## config.mk

```make
export PLATFORM = sky130hd
export DESIGN_NAME = buzzer_beep_pattern_sequencer
export DESIGN_NICKNAME = d
export VERILOG_FILES = /design/src/rtl/bbps_pkg.sv /design/src/rtl/bbps_burst.sv /design/src/rtl/buzzer_beep_pattern_sequencer.sv
export SDC_FILE = /design/constraint.sdc
export NUM_CORES = 1
export LEC_CHECK = 0
export BUFFER_PORTS_ARGS = -buffer_cell sky130_fd_sc_hd__buf_2
export CORE_MARGIN = 5
export CORE_UTILIZATION = 30
export CTS_BUF_LIST = sky130_fd_sc_hd__clkbuf_8
export CTS_CLUSTER_DIAMETER = 120
export DETAILED_ROUTE_END_ITERATION = 8
export GPL_ROUTABILITY_DRIVEN = 0
export SLEW_MARGIN = 10
export SYNTH_ARGS = -nofsm -noshare
export SYNTH_HDL_FRONTEND = slang
export SYNTH_HIERARCHICAL = 1
export SYNTH_SLANG_ARGS = --single-unit
```

## constraint.sdc

```tcl
create_clock -name i_clk -period 5.82 [get_ports i_clk]
set_clock_uncertainty 0.15 [all_clocks]
set_input_delay 0 -clock i_clk [delete_from_list [all_inputs] [get_ports i_clk]]
set_output_delay 0 -clock i_clk [all_outputs]
set_load 0.01 [all_outputs]
```

## src/rtl/bbps_pkg.sv

```systemverilog
// Shared types, codes and helpers for the buzzer beep pattern sequencer.
// No dependencies; imported by bbps_burst and the top level.
`timescale 1ns / 1ps

package bbps_pkg;

    localparam int unsigned PhaseW   = 17;
    localparam int unsigned TickW    = 10;
    localparam int unsigned MsW      = 16;
    localparam int unsigned DutyW    = 7;
    localparam int unsigned FreqW    = 15;
    localparam int unsigned LimitW   = 32;
    localparam int unsigned InDataW  = 40;   // mode + max_on_ms, padded to bytes
    localparam int unsigned OutDataW = 32;   // duty + freq + mode, padded to bytes

    typedef enum logic [2:0] {
        REQ_TICK     = 3'd0,
        REQ_SET_MODE = 3'd1,
        REQ_SET_MAX  = 3'd2,
        REQ_DISABLE  = 3'd3,
        REQ_ENABLE   = 3'd4,
        REQ_STOP     = 3'd5
    } t_req;

    typedef enum logic [2:0] {
        MODE_OFF    = 3'd0,
        MODE_BEEP1  = 3'd1,
        MODE_BEEP2  = 3'd2,
        MODE_BEEP3  = 3'd3,
        MODE_CONT   = 3'd4
    } t_mode;

    typedef enum logic [2:0] {
        CFG_SHORT_ON   = 3'd0,
        CFG_SHORT_OFF  = 3'd1,
        CFG_BURST_PER  = 3'd2,
        CFG_TICK_PER   = 3'd3,
        CFG_TONE_DUTY  = 3'd4,
        CFG_TONE_FREQ  = 3'd5
    } t_cfg_idx;

    // burst timing state
    typedef struct packed {
        logic [1:0]        target;
        logic [1:0]        beeps_done;
        logic [PhaseW-1:0] on_ph;
        logic [PhaseW-1:0] off_ph;
        logic [PhaseW-1:0] period;
        logic              tone;
        logic              tone_prev;
    } t_burst_st;

    // timing registers the burst step needs
    typedef struct packed {
        logic [TickW-1:0] tick_ms;
        logic [MsW-1:0]   short_on;
        logic [MsW-1:0]   short_off;
        logic [MsW-1:0]   burst_per;
        logic [DutyW-1:0] duty;
    } t_burst_cfg;

    // saturating 17-bit add of a tick period
    function automatic logic [PhaseW-1:0] add17(input logic [PhaseW-1:0] a,
                                                input logic [TickW-1:0] t);
        logic [PhaseW:0] s;
        s = {1'b0, a} + {{(PhaseW + 1 - TickW){1'b0}}, t};
        return s[PhaseW] ? {PhaseW{1'b1}} : s[PhaseW-1:0];
    endfunction

endpackage

```

## src/rtl/bbps_burst.sv

```systemverilog
// One tick of the short-beep burst timer: on/off phases, beep count, period restart.
// Depends on bbps_pkg.
`timescale 1ns / 1ps

module bbps_burst (
    input  bbps_pkg::t_burst_st        i_st,
    input  bbps_pkg::t_burst_cfg       i_cfg,
    output bbps_pkg::t_burst_st        o_st,
    output logic                       o_duty_wr,
    output logic [bbps_pkg::DutyW-1:0] o_duty_pct
);
    import bbps_pkg::*;

    logic [PhaseW-1:0] w_per;

    always_comb begin
        o_st       = i_st;
        o_duty_wr  = 1'b0;
        o_duty_pct = '0;
        w_per      = add17(i_st.period, i_cfg.tick_ms);

        if (i_st.beeps_done < i_st.target) begin
            if (i_st.tone) begin
                o_st.on_ph = add17(i_st.on_ph, i_cfg.tick_ms);
                if (o_st.on_ph >= {1'b0, i_cfg.short_on}) begin
                    o_st.tone   = 1'b0;
                    o_st.off_ph = '0;
                end
            end else begin
                o_st.off_ph = add17(i_st.off_ph, i_cfg.tick_ms);
                if (o_st.off_ph >= {1'b0, i_cfg.short_off}) begin
                    o_st.tone  = 1'b1;
                    o_st.on_ph = '0;
                end
            end
        end else begin
            o_st.tone = 1'b0;
        end

        // tone edge: issue duty, count beeps on rising edge
        if (i_st.tone_prev != o_st.tone) begin
            o_st.tone_prev = o_st.tone;
            o_duty_wr      = 1'b1;
            if (o_st.tone) begin
                o_duty_pct      = i_cfg.duty;
                o_st.beeps_done = i_st.beeps_done + 2'd1;
            end
        end

        o_st.period = w_per;
        if (w_per >= {1'b0, i_cfg.burst_per}) begin
            o_st.tone       = 1'b1;
            o_st.beeps_done = '0;
            o_st.on_ph      = '0;
            o_st.off_ph     = '0;
            o_st.period     = '0;
        end
    end

endmodule

```

## src/rtl/buzzer_beep_pattern_sequencer.sv

```systemverilog
// Buzzer beep pattern sequencer: top level with command decode and result register.
// Depends on bbps_pkg and bbps_burst.
// Registered result: an item accepted at an edge has its result valid after that edge.
// Throughput: 1 item per cycle unless a held result stalls; refilled in the cycle it drains.
// Reset (i_rst_n low, synchronous): configuration to defaults, buzzer enabled, mode off,
// all timers cleared and the result register emptied.
`timescale 1ns / 1ps

module buzzer_beep_pattern_sequencer (
    input  logic                              i_clk,
    input  logic                              i_rst_n,
    // config write channel
    input  logic                              i_cfg_valid,
    output logic                              o_cfg_ready,
    input  logic [2:0]                        i_cfg_index,
    input  logic [bbps_pkg::MsW-1:0]          i_cfg_data,
    // request items
    input  logic                              i_s_tvalid,
    output logic                              o_s_tready,
    input  logic [bbps_pkg::InDataW-1:0]      i_s_tdata,  // [2:0] mode, [34:3] max_on_ms
    input  logic [2:0]                        i_s_tuser,  // [2:0] req_type
    // result items
    output logic                              o_m_tvalid,
    input  logic                              i_m_tready,
    output logic [bbps_pkg::OutDataW-1:0]     o_m_tdata,  // [6:0] duty_percent,
                                                          // [21:7] freq_hz, [24:22] mode_now
    output logic [1:0]                        o_m_tuser   // [0] duty_write, [1] freq_write
);
    import bbps_pkg::*;

    // configuration registers
    logic [MsW-1:0]   r_short_on, r_short_off, r_burst_per;
    logic [TickW-1:0] r_tick_ms;
    logic [DutyW-1:0] r_duty;
    logic [FreqW-1:0] r_freq;

    // sequencer state
    logic              r_enabled,   n_enabled;
    logic [2:0]        r_mode,      n_mode;
    logic [LimitW-1:0] r_limit,     n_limit;
    logic [LimitW-1:0] r_elapsed,   n_elapsed;
    t_burst_st         r_burst,     n_burst;

    // result register
    logic                r_out_valid;
    logic [OutDataW-1:0] r_out_data,  n_out_data;
    logic [1:0]          r_out_user,  n_out_user;

    // burst step
    t_burst_cfg        w_bcfg;
    t_burst_st         w_burst_nxt;
    logic              w_burst_dw;
    logic [DutyW-1:0]  w_burst_dp;

    // field unpack
    logic [2:0]        w_req;
    logic [2:0]        w_md;
    logic [LimitW-1:0] w_lim;

    // tick arithmetic
    logic              w_expired;
    logic [LimitW-1:0] w_el_base;
    logic [LimitW:0]   w_el_sum;
    logic [2:0]        w_mode_tick;

    // per-item result
    logic              w_dw, w_fw;
    logic [DutyW-1:0]  w_dp;
    logic [FreqW-1:0]  w_fh;

    logic              w_accept;

    assign o_cfg_ready = 1'b1;
    assign o_s_tready  = !r_out_valid || i_m_tready;
    assign w_accept    = i_s_tvalid && o_s_tready;

    assign o_m_tvalid  = r_out_valid;
    assign o_m_tdata   = r_out_data;
    assign o_m_tuser   = r_out_user;

    assign w_req = i_s_tuser;
    assign w_md  = i_s_tdata[2:0];
    assign w_lim = i_s_tdata[34:3];

    assign w_bcfg = '{tick_ms:   r_tick_ms,
                      short_on:  r_short_on,
                      short_off: r_short_off,
                      burst_per: r_burst_per,
                      duty:      r_duty};

    bbps_burst u_burst (
        .i_st       (r_burst),
        .i_cfg      (w_bcfg),
        .o_st       (w_burst_nxt),
        .o_duty_wr  (w_burst_dw),
        .o_duty_pct (w_burst_dp)
    );

    // max on-time check and saturating elapsed advance for a tick
    assign w_expired   = (r_limit != '0) && (r_elapsed >= r_limit);
    assign w_el_base   = w_expired ? r_limit : r_elapsed;
    assign w_el_sum    = {1'b0, w_el_base} + {{(LimitW + 1 - TickW){1'b0}}, r_tick_ms};
    assign w_mode_tick = w_expired ? MODE_OFF : r_mode;

    // command decode and next state
    always_comb begin
        n_enabled = r_enabled;
        n_mode    = r_mode;
        n_limit   = r_limit;
        n_elapsed = r_elapsed;
        n_burst   = r_burst;
        w_dw      = 1'b0;
        w_dp      = '0;
        w_fw      = 1'b0;
        w_fh      = '0;

        unique case (t_req'(w_req))
            REQ_TICK: begin
                if (r_enabled) begin
                    if (r_limit != '0) begin
                        if (w_expired) begin
                            n_mode  = MODE_OFF;
                            n_limit = '0;
                            w_dw    = 1'b1;
                        end
                        n_elapsed = w_el_sum[LimitW] ? {LimitW{1'b1}} : w_el_sum[LimitW-1:0];
                    end
                    if (w_mode_tick >= MODE_BEEP1 && w_mode_tick <= MODE_BEEP3) begin
                        n_burst = w_burst_nxt;
                        if (w_burst_dw) begin
                            w_dw = 1'b1;
                            w_dp = w_burst_dp;
                        end
                    end
                end
            end
            REQ_SET_MODE: begin
                if (w_md <= MODE_CONT) begin
                    n_mode = w_md;
                    if (w_md == MODE_OFF) begin
                        n_elapsed = r_limit;
                        w_dw      = 1'b1;
                    end else begin
                        n_burst.beeps_done = '0;
                        n_burst.on_ph      = '0;
                        n_burst.off_ph     = '0;
                        n_burst.period     = '0;
                        if (w_md == MODE_CONT) begin
                            n_burst.target = '0;
                            w_dw           = 1'b1;
                            w_dp           = r_duty;
                        end else begin
                            n_burst.target = w_md[1:0];
                            n_elapsed      = '0;
                        end
                    end
                end
            end
            REQ_SET_MAX: begin
                n_limit   = w_lim;
                n_elapsed = '0;
            end
            REQ_DISABLE: begin
                w_fw      = 1'b1;
                w_dw      = 1'b1;
                n_enabled = 1'b0;
                n_mode    = MODE_OFF;
            end
            REQ_ENABLE: begin
                if (!r_enabled) begin
                    w_fw      = 1'b1;
                    w_fh      = r_freq;
                    w_dw      = 1'b1;
                    n_enabled = 1'b1;
                end
            end
            REQ_STOP: begin
                n_elapsed = r_limit;
                n_mode    = MODE_OFF;
                w_dw      = 1'b1;
            end
            default: ;  // unknown request: no effect
        endcase

        n_out_data = {{(OutDataW - 25){1'b0}}, n_mode, w_fh, w_dp};
        n_out_user = {w_fw, w_dw};
    end

    // configuration writes
    always_ff @(posedge i_clk) begin
        if (!i_rst_n) begin
            r_short_on  <= MsW'(100);
            r_short_off <= MsW'(100);
            r_burst_per <= MsW'(2000);
            r_tick_ms   <= TickW'(100);
            r_duty      <= DutyW'(50);
            r_freq      <= FreqW'(2700);
        end else if (i_cfg_valid) begin
            unique case (t_cfg_idx'(i_cfg_index))
                CFG_SHORT_ON:  r_short_on  <= i_cfg_data;
                CFG_SHORT_OFF: r_short_off <= i_cfg_data;
                CFG_BURST_PER: r_burst_per <= i_cfg_data;
                CFG_TICK_PER:  r_tick_ms   <= i_cfg_data[TickW-1:0];
                CFG_TONE_DUTY: r_duty      <= i_cfg_data[DutyW-1:0];
                CFG_TONE_FREQ: r_freq      <= i_cfg_data[FreqW-1:0];
                default: ;  // index beyond the map: dropped
            endcase
        end
    end

    // state and result register
    always_ff @(posedge i_clk) begin
        if (!i_rst_n) begin
            r_enabled   <= 1'b1;
            r_mode      <= MODE_OFF;
            r_limit     <= '0;
            r_elapsed   <= '0;
            r_burst     <= '0;
            r_out_valid <= 1'b0;
        end else begin
            if (w_accept) begin
                r_enabled <= n_enabled;
                r_mode    <= n_mode;
                r_limit   <= n_limit;
                r_elapsed <= n_elapsed;
                r_burst   <= n_burst;
            end
            if (o_s_tready) begin
                r_out_valid <= i_s_tvalid;
            end
        end
    end

    always_ff @(posedge i_clk) begin
        if (w_accept) begin
            r_out_data <= n_out_data;
            r_out_user <= n_out_user;
        end
    end

endmodule
```

# After elaboration in Yosys (flattened, before gate mapping)
# Index checks and enable logic that the tools add are counted.
[word_totals] word_cells=152 reg_bits=233
[op_classes] addsub=5 reduce_logical=31 order_cmp=8 n_bitwise=3 eq_ne=24 n_mux=60
[op_table] cell="$mux W32" n=10
[op_table] cell="$mux W55" n=4
[op_table] cell="$pmux W32 S4" n=1
[op_table] cell="$pmux W55 S2" n=1
[op_table] cell="$mux W17" n=5
[op_table] cell="$mux W34" n=2
[op_table] cell="$pmux W32 S2" n=1
[op_table] cell="$mux W7" n=8
[op_table] cell="$add A17 B10 Y18" n=3
[op_table] cell="$mux W54" n=1
[op_table] cell="$ge A17 B16 Y1" n=3
[op_table] cell="$add A32 B10 Y33" n=1
[op_table] cell="$ge A32 B32 Y1" n=1
[op_table] cell="$reduce_bool A32 Y1" n=1
[op_table] cell="$reduce_and A8 Y1" n=3
[op_table] cell="$eq A3 B3 Y1 const B" n=5
[op_table] cell="$mux W1" n=15
[op_table] cell="$reduce_and A5 Y1" n=3
[op_table] cell="$pmux W7 S2" n=1
[op_table] cell="$reduce_and A2 Y1" n=7
[op_table] cell="$eq A3 B2 Y1 const B" n=4
[op_table] cell="$mux W3" n=4
[op_table] cell="$ne A2 B2 Y1 const B" n=6
[op_table] cell="$reduce_and A6 Y1" n=2
[op_table] cell="23 further kinds" n=39

# Logic depth before layout (Yosys ltp)
# Gate-level depths: netlist of run 1.
[depth] depth_word=12 depth_mapped=24 depth_no_buf=23

# By module
# The synthesis of run 1 kept the hierarchy.
[by_module_without_submodules] module="buzzer_beep_pattern_sequencer" cells_each=1349 area_per_inst_um2=11359.6 n_inst=1
[by_module_without_submodules] module="bbps_burst" cells_each=631 area_per_inst_um2=4112.7 n_inst=1

# Worst setup path after synthesis of run 1
# Ideal clock, no wire load.
[synth_timing] kind="flip-flop to flip-flop" startpoint="register r_tick_ms[0]" endpoint="register r_out_data[0], in the netlist o_m_tdata[0], data pin" t_arrival_ps=4596 period_less_slack_ps=4878 path_stages_with_launch=23 required_time_ps=5539 path_buffers=2 slack_ps=942 path_cell_list="dfxtp_1 -> ha_1 -> fa_1 -> a211oi_1 -> o21a_1 -> a21boi_0 -> or2_2 -> a21oi_1 -> or3_1 -> nand3_1 -> ha_1 -> a21oi_1 -> o21a_1 -> a2bb2oi_1 -> nand3_1 -> or4_4 -> o2bb2ai_2 -> buf_6 -> nand2_1 -> xnor2_1 -> nor4bb_1 -> clkbuf_1 -> a22o_1"
[synth_via] elab_chain_cells=12
[synth_lines] item="start, declared" line_no="buzzer_beep_pattern_sequencer.sv:33" text="logic [TickW-1:0] r_tick_ms;"
[synth_lines] item="start signal, assigned" line_no="buzzer_beep_pattern_sequencer.sv:195" text="r_tick_ms <= TickW'(100);"
[synth_lines] item="start signal, assigned" line_no="buzzer_beep_pattern_sequencer.sv:203" text="CFG_TICK_PER: r_tick_ms <= i_cfg_data[TickW-1:0];"
[synth_lines] item="$add A17 B10 Y18" line_no="bbps_pkg.sv:66" text="s = {1'b0, a} + {{(PhaseW + 1 - TickW){1'b0}}, t};"
[synth_lines] item="$mux W17" line_no="bbps_pkg.sv:67" text="return s[PhaseW] ? {PhaseW{1'b1}} : s[PhaseW-1:0];"
[synth_lines] item="$ge A17 B16 Y1, on equally long branches" line_no="bbps_burst.sv:31, bbps_burst.sv:25"
[synth_lines] item="$mux W1, on equally long branches" line_no="bbps_burst.sv:31, bbps_burst.sv:25"
[synth_lines] item="$mux W1 (*)" line_no="bbps_burst.sv:23" text="if (i_st.tone) begin"
[synth_lines] item="$mux W1 (*)" line_no="bbps_burst.sv:22" text="if (i_st.beeps_done < i_st.target) begin"
[synth_lines] item="$ne A1 B1 Y1 (*)" line_no="bbps_burst.sv:41" text="if (i_st.tone_prev != o_st.tone) begin"
[synth_lines] item="$mux W1 (*)" line_no="bbps_burst.sv:41"
[synth_lines] item="via w_burst_dw" line_no="buzzer_beep_pattern_sequencer.sv:52" text="logic w_burst_dw;"
[synth_lines] item="$mux W7 (*)" line_no="buzzer_beep_pattern_sequencer.sv:130" text="if (w_burst_dw) begin"
[synth_lines] item="$mux W7 (*)" line_no="buzzer_beep_pattern_sequencer.sv:128" text="if (w_mode_tick >= MODE_BEEP1 && w_mode_tick <= MODE_BEEP3) begin"
[synth_lines] item="$mux W7 (*)" line_no="buzzer_beep_pattern_sequencer.sv:119" text="if (r_enabled) begin"
[synth_lines] item="$pmux W7 S2 (*)" line_no="buzzer_beep_pattern_sequencer.sv:117" text="unique case (t_req'(w_req))"
[synth_lines] item="via w_dp[0]" line_no="buzzer_beep_pattern_sequencer.sv:68" text="logic [DutyW-1:0] w_dp;"
[synth_lines] item="end signal, assigned" line_no="buzzer_beep_pattern_sequencer.sv:236" text="r_out_data <= n_out_data;"
[synth_lines] item="end, declared" line_no="buzzer_beep_pattern_sequencer.sv:46" text="logic [OutDataW-1:0] r_out_data, n_out_data;"
# Mark *: on every way through the listed nets, which the timed path passes. The rest lies on a longest branch.
# A chain may end at the register's enable or synchronous reset.

# Final worst setup path of run 1
[layout_timing] startpoint="register r_limit[27]" endpoint="register r_elapsed[29]"
[layout_via] elab_chain_cells=8
[layout_lines] item="start, declared" line_no="buzzer_beep_pattern_sequencer.sv:40" text="logic [LimitW-1:0] r_limit, n_limit;"
[layout_lines] item="start signal, assigned" line_no="buzzer_beep_pattern_sequencer.sv:224" text="r_limit <= n_limit;"
[layout_lines] item="$ge A32 B32 Y1 / $reduce_bool A32 Y1 (equally long branches)" line_no="buzzer_beep_pattern_sequencer.sv:100, buzzer_beep_pattern_sequencer.sv:120"
[layout_lines] item="$logic_and A1 B1 Y1" line_no="buzzer_beep_pattern_sequencer.sv:100" text="assign w_expired = (r_limit != '0) && (r_elapsed >= r_limit);"
[layout_lines] item="$mux W32" line_no="buzzer_beep_pattern_sequencer.sv:101" text="assign w_el_base = w_expired ? r_limit : r_elapsed;"
[layout_lines] item="$add A32 B10 Y33" line_no="buzzer_beep_pattern_sequencer.sv:102" text="assign w_el_sum = {1'b0, w_el_base} + {{(LimitW + 1 - TickW){1'b0}}, r_tick_ms};"
[layout_lines] item="$mux W32" line_no="buzzer_beep_pattern_sequencer.sv:126" text="n_elapsed = w_el_sum[LimitW] ? {LimitW{1'b1}} : w_el_sum[LimitW-1:0];"
[layout_lines] item="$mux W32" line_no="buzzer_beep_pattern_sequencer.sv:120" text="if (r_limit != '0) begin"
[layout_lines] item="$mux W32" line_no="buzzer_beep_pattern_sequencer.sv:119"
[layout_lines] item="$pmux W32 S4" line_no="buzzer_beep_pattern_sequencer.sv:117"
[layout_lines] item="end signal, assigned" line_no="buzzer_beep_pattern_sequencer.sv:225" text="r_elapsed <= n_elapsed;"
[layout_lines] item="end, declared" line_no="buzzer_beep_pattern_sequencer.sv:41" text="logic [LimitW-1:0] r_elapsed, n_elapsed;"
# Several ways; a longest one is shown, not always the timed one. The select of a mux whose other input is x is not followed.

==> results of run 1 <==
[state kept, by name, indices dropped and copies added, names as in the netlist, 2 cells and up]
| name | cells |
|---|---|
| r_limit | 32 |
| r_short_off | 16 |
| r_elapsed | 32 |
| r_burst_per | 16 |
| r_short_on | 16 |
| r_mode | 3 |
| r_tick_ms | 10 |
| o_m_tuser | 2 |
| r_freq | 15 |
| r_duty | 7 |
| r_burst | 57 |
| o_m_tdata | 25 |
[path summary, 6_finish.rpt]
path | slack, ns | to | depth (start not counted) | from
max reg2reg | 0.37 | r_elapsed[29] | 18 | r_limit[27]
min | 0.11 | r_mode[2] | 5 | i_m_tready
min reg2reg | 0.31 | r_freq[10] | 2 | r_freq[10]
max | 0.37 | r_elapsed[29] | 18 | r_limit[27]
[cells in the mapped netlist, types with 6 or more instances]
cell,number
and3_1,19
a31oi_1,15
edfxtp_1,27
nand2b_1,20
nor3_1,20
nor4_1,16
clkbuf_1,70
a22o_1,61
nand4_1,23
nor2b_1,8
nor2_1,115
inv_1,110
o211ai_1,11
buf_2,25
o31ai_1,34
o21a_1,15
and2_1,22
a21o_1,13
o311ai_0,6
or3_1,11
o21ai_0,74
o21bai_1,6
mux2i_1,40
and4_1,10
nand3_1,72
a211oi_1,23
xor2_1,18
or2_2,7
ha_1,121
nand2_1,393
a22oi_1,22
a21oi_1,183
dfxtp_1,206
buf_4,17
xnor2_1,34
[metrics by stage]
step	utilization (%)	cells
floorplan	-	1986
global placement	32.3	2675
detailed placement	32.3	2675
CTS	36.9	2892
global route	36.9	2892
finish	36.9	2892
[layout make-up]
class                           count  share of cell area (%)
Multi-Input combinational cell   1522                    50.9
Sequential cell                   233                    26.1
Timing Repair Buffer              267                    11.2
Tap cell                          680                    4.50
Clock buffer                       55                    4.00
Inverter                          112                    2.22
Clock inverter                     23                   0.986
[cell families (layout without fill, tap and decap cells)]
kind of cell	Yosys count	count (layout)	share of synthesized area, %
AO/OA/AOI/OAI	528	528	22.9
XOR/XNOR	52	52	2.94
adder cells (fa/ha/maj)	125	125	10.3
buffers and inverters	231	457	6.37
flip-flops	233	233	31.9
multiplexers	46	46	3.05
other	3	9	0.0728
AND/OR/NAND/NOR	762	762	22.5
[placed cells by master, fill, tap and decap left out, drive strengths merged, types with 15 or more instances in the layout]
cell type,count
inv,121
a22oi,22
ha,121
a31oi,15
mux2i,40
edfxtp,27
clkbuf,55
nor2,117
a21oi,185
o31ai,35
nand3,72
a211oi,24
buf,128
and3,20
nand2b,20
nand4,24
nor4,17
nor3,20
dfxtp,206
o21a,15
xnor2,34
xor2,18
dlygate4sd3,139
and2,24
nand2,393
a22o,61
o21ai,81
[power groups by stage]
stage                     sequential [W]  combinational [W]  clock, W
after global routing             0.00169           0.000580   0.00187
after floorplan                  0.00172           0.000324         0
after global placement           0.00172           0.000467         0
after detailed placement         0.00172           0.000478         0
final                            0.00169           0.000531   0.00175
after CTS                        0.00169           0.000525   0.00180
[repair_timing]
action | in CTS | in global routing
setup endpoints to repair | 0 | 23
setup buffers | 0 | 0
hold buffers | 139 | 0
resized for setup | 0 | 3
hold endpoints to repair | 142 | 0
[worst min-delay path, delay by kind of cell]
kind	cells	cell delay, ns
simple gates	3	0.66
buf+inv	1	0.09
compound gates	1	0.09
[routing by layer]
layer | vias to the layer above | global-route usage [%] | share of wire (%) | wire [µm]
met5 | - | 0 | 0 | 0
met1 | 7164 | 19.9 | 42 | 20200
met3 | 124 | 3.09 | 6.1 | 2960
met2 | 496 | 29.9 | 49 | 23900
met4 | 0 | 6.24 | 3.5 | 1690
li1 | 7427 | - | - | -
==> out/metrics.cfg, run 1 <==
[yosys]
yosys.area.top_type = dfxtp_1
yosys_warnings = 6
synth_cell_type_count = 99
netlist_instances = 1980
synth_ff_type = dfxtp_1
ys_ff_latch = 233
syn-cell-area_um2 = 15500
async_flop_share_pct = 0
avgSynthCellArea_um2 = 7.81
yosys-top-cells-area = dfxtp_1, ha_1, nand2_1
synth-seq-area-share_pct = 31.9
synth_top_area_share_pct = 26.7
synth_edf_count = 27

[timing]
setup_viol = 0
slew_violations = 0
tns_ns = 0
hold_ws_ns = 0.111
max_freq_ghz = 0.183
fin_ws_ns = 0.368
period_needed_ns = 5.45
post-route-period-util_pct = 93.7
worst_pin_slew_ns = 1.24
rsz0062_at_grt = no
hold_viol_final = 0
maxSlewHeadroom_pct = 17.7

[clock_network]
htreeDepth = 2
clk_path_buf_depth = 3
cts_made_buffers = 44
cts.clk_slew.worst_paths_ns = 0.06
cts_sinks = 233
tritoncts = yes
clock_latency_ns = 0.62
cts-root-buf = clkbuf_8

[worst_setup_path]
arrival_ns = 5.81
critPathMaxFanout = 31
criticalPathCategory = reg2reg
cpMostUsedCell = inv_1
critPathBufInv = 2
path_delay_family = compound AO/OA/AOI/OAI gates
crit_chain = inv_1 -> ha_1 -> a21oi_1 -> o21ai_0 -> a221oi_1 -> o22ai_1 -> a41oi_4 -> a21o_1 -> inv_1 -> fa_1 -> nand2b_1 -> a21oi_4 -> o2111ai_4 -> and2_4 -> o41ai_1 -> mux2_4 -> nor4_1 -> o31ai_1
max_stage_delay_ns = 0.51
cp_slowest_cell = mux2_4
worstSetupStartpointType = flip-flop
required_ns = 6.18
crit_path_end_kind = flip-flop

[routing]
drt_iter0_markers = 1025
drt_wl_total_mm = 48.8
wl_per_cell_um = 16.9
first_pass_iters = 6
vias = 15200
drc = 0
vias_per_cell = 5.26
ant_nets = 0

[grt]
grt_max_degree = 63
antenna_found_initial = 0
grt.overflow.total = 0
grt_pass1_vias = 15100
grt_pass1_wl_mm = 78.2
grt_use_total_pct = 16.7

[floorplan]
coreArea_um2 = 51200
rows = 83
io_pins = 104
start_util_pct = 30.2
die_w_um = 237
fp.dieArea_um2 = 56200
die_y_um = 237

[placed_design]
dpl-instance-area_um2 = 16500
port_buffers = 90
place_hpwl_mm = 33.2
place_ws_ns = 0.393

[job]
cap_violations = 0

[power]
total_power_w = 0.00398
clock_power_share_pct = 44.1
seqPwrFrac_pct = 42.5
comb_power_share_pct = 13.3
ir_drop_v = 0.000151
swShare_pct = 28.3
powerDensity_nw_per_um2 = 210
intPower_w = 0.00285
leakage_nw = 7.64
power.switching_w = 0.00113

[cells_and_area]
area_growth_pct = 22.2
drive_gt1_share_pct = 10.9
antenna_cells = 0
n_fill_cell = 5187
multi_input_area_um2 = 9630
final_nets = 2372
fin_area_um2 = 18900
regArea_um2 = 4930

[min_path]
min-delay-path-class = in2reg

[run_status]
status = complete, no violations

(Power assumes the default switching activity.)
==> run 2, diff against run 1 <==
--- a/config.mk
+++ b/config.mk
@@ -12,6 +12,7 @@
 export CTS_CLUSTER_DIAMETER = 120
 export DETAILED_ROUTE_END_ITERATION = 8
 export GPL_ROUTABILITY_DRIVEN = 0
+export RECOVER_POWER = 25
 export SLEW_MARGIN = 10
 export SYNTH_ARGS = -nofsm -noshare
 export SYNTH_HDL_FRONTEND = slang
==> out/metrics.cfg, run 2 (synthesis results as in run 1) <==
[timing]
max_freq_ghz = 0.184  ; about the same
rsz0062_at_grt = no
worst_pin_slew_ns = 1.82  ; +0.589 ns
slew_violations = 34  ; +34
setup_viol = 0  ; unchanged
maxSlewHeadroom_pct = -21.6  ; -39 points
fin_ws_ns = 0.371  ; +0.00336 ns
hold_viol_final = 0  ; unchanged
post-route-period-util_pct = 93.6  ; about the same
period_needed_ns = 5.45  ; -0.00336 ns
tns_ns = 0  ; unchanged

[power]
powerDensity_nw_per_um2 = 211  ; +0.23%
leakage_nw = 7.52  ; -1.5%
ir_drop_v = 0.000150  ; -0.60%

[floorplan]
fp.dieArea_um2 = 56200  ; unchanged
io_pins = 104  ; unchanged
start_util_pct = 30.2  ; unchanged
die_y_um = 237  ; unchanged
die_w_um = 237  ; unchanged
rows = 83  ; unchanged
coreArea_um2 = 51200  ; unchanged

[routing]
drt_wl_total_mm = 48.8  ; +0.11%
drc = 0  ; unchanged
vias_per_cell = 5.25  ; -0.22%
drt_iter0_markers = 1102  ; +7.5%
vias = 15200  ; -0.22%
first_pass_iters = 5  ; -1
ant_nets = 0  ; unchanged
wl_per_cell_um = 16.9  ; +0.11%

[clock_network]
postCtsSetupBuffers = 0  ; unchanged
cts-root-buf = clkbuf_8
htreeDepth = 2  ; unchanged
tritoncts = yes
clk_path_buf_depth = 3  ; unchanged
cts_sinks = 233  ; unchanged
cts.clk_slew.worst_paths_ns = 0.06  ; about the same
cts_made_buffers = 44  ; unchanged
clock_latency_ns = 0.62  ; about the same

[cells_and_area]
largest_reg_flops = 57  ; unchanged
largest_register = r_burst
area_growth_pct = 21.9
layout_common_cells = nand2_1, dfxtp_1, a21oi_1, dlygate4sd3_1, ha_1
antenna_cells = 0  ; unchanged
reg.largest.list = r_burst (57), r_elapsed (32), r_limit (32)
mostFrequentLayoutCell = nand2_1
stdcell_count = 2892  ; unchanged
final_nets = 2372  ; unchanged
drive_gt1_share_pct = 9.45  ; -1.5 points

[placed_design]
place_hpwl_mm = 33.2  ; unchanged
place_ws_ns = 0.393  ; unchanged
port_buffers = 90  ; unchanged
dp_cells = 2675  ; unchanged

[worst_setup_path]
critPathBufInv = 2  ; unchanged
cpMostUsedCell = inv_1
critPathMaxFanout = 31  ; unchanged
required_ns = 6.18  ; about the same
crit_path_end_kind = flip-flop
max_stage_delay_ns = 0.51  ; about the same
cp_slowest_cell = mux2_4
criticalPathCategory = reg2reg
arrival_ns = 5.81  ; about the same
worstSetupStartpointType = flip-flop
path_delay_family = compound AO/OA/AOI/OAI gates
crit_chain = inv_1 -> ha_1 -> a21oi_1 -> o21ai_0 -> a221oi_1 -> o22ai_1 -> a41oi_4 -> a21o_1 -> inv_1 -> fa_1 -> nand2b_1 -> a21oi_4 -> o2111ai_4 -> and2_4 -> o41ai_1 -> mux2_4 -> nor4_1 -> o31ai_1

[grt]
grt_use_met1_pct = 19.9  ; unchanged
grt_pass1_vias = 15100  ; unchanged
grtUsageMet3_pct = 3.09  ; unchanged
grt_pass1_wl_mm = 78.2  ; unchanged
grt_use_total_pct = 16.7  ; unchanged
grt_max_degree = 63  ; unchanged
grt.overflow.total = 0  ; unchanged
antenna_found_initial = 0  ; unchanged
use_met2_pct = 29.9  ; unchanged
grt_busiest_layer = met2

[job]
cap_violations = 1  ; +1

[run_status]
failed_checks = max-capacitance violations, max-slew violations
status = complete, but fails checks

[min_path]
min-delay-path-class = in2reg

run 2: changes by cell type in the layout (fill, tap and decap cells not counted), sizes merged:
| cell | delta |
|---|---|
| buf | -33 |
| clkbuf | +33 |
run 2: final timing paths:
path                         end     startpoint  cells after the start  slack (ns)
setup reg to reg   r_elapsed[29]    r_limit[27]                     18        0.37
hold reg to reg       r_freq[10]     r_freq[10]                      2        0.30
hold / removal    r_burst_per[5]  i_cfg_data[5]                      4        0.12
setup / recovery   r_elapsed[29]    r_limit[27]                     18        0.37
run 2: cell type report:
class | instances | area, µm²
Fill cell | 5201 | 32300
Multi-Input combinational cell | 1522 | 9630
Sequential cell | 233 | 4930
Timing Repair Buffer | 267 | 2080
Tap cell | 680 | 851
Clock buffer | 55 | 757
Inverter | 112 | 420
Clock inverter | 23 | 186
run 2: what timing repair did:
action	CTS	global route
endpoints found under the setup margin	0	23
resized for setup	0	3
endpoints found under the hold margin	142	0
hold buffers	139	0
run 2: through the flow:
stage | power (W) | hold slack, ns | utilization, % | cell area [µm²]
2_1_floorplan | 0.00204 | -0.0260 | - | 15500
3_3_place_gp | 0.00219 | 0.0978 | 32.3 | 16500
3_5_place_dp | 0.00220 | 0.107 | 32.3 | 16500
4_1_cts | 0.00401 | 0.0611 | 36.9 | 18900
5_1_grt | 0.00414 | 0.0954 | 36.8 | 18900
6_report | 0.00398 | 0.117 | 36.8 | 18900
run 2: per-layer routing:
layer / vias to the layer above / routed length (µm)
met3: 123 / 2810
met4: 0 / 1660
li1: 7425 / -
met2: 480 / 24000
met5: - / 0
met1: 7150 / 20400
run 2: worst min-delay path: cells and delay by family:
kind	cells	cell delay (ns)
and+or+nand+nor	1	0.07
AOI/OAI and AO/OA	1	0.05
buffers and inverters	2	0.71
run 2: power by group:
group,switching [W],internal [W],leakage [nW],total [W]
combinational,0.000326,0.000201,5.06,0.000527
clock,0.000770,0.000987,0.525,0.00176
sequential,0.0000315,0.00166,1.94,0.00169
total,0.00113,0.00285,7.52,0.00398
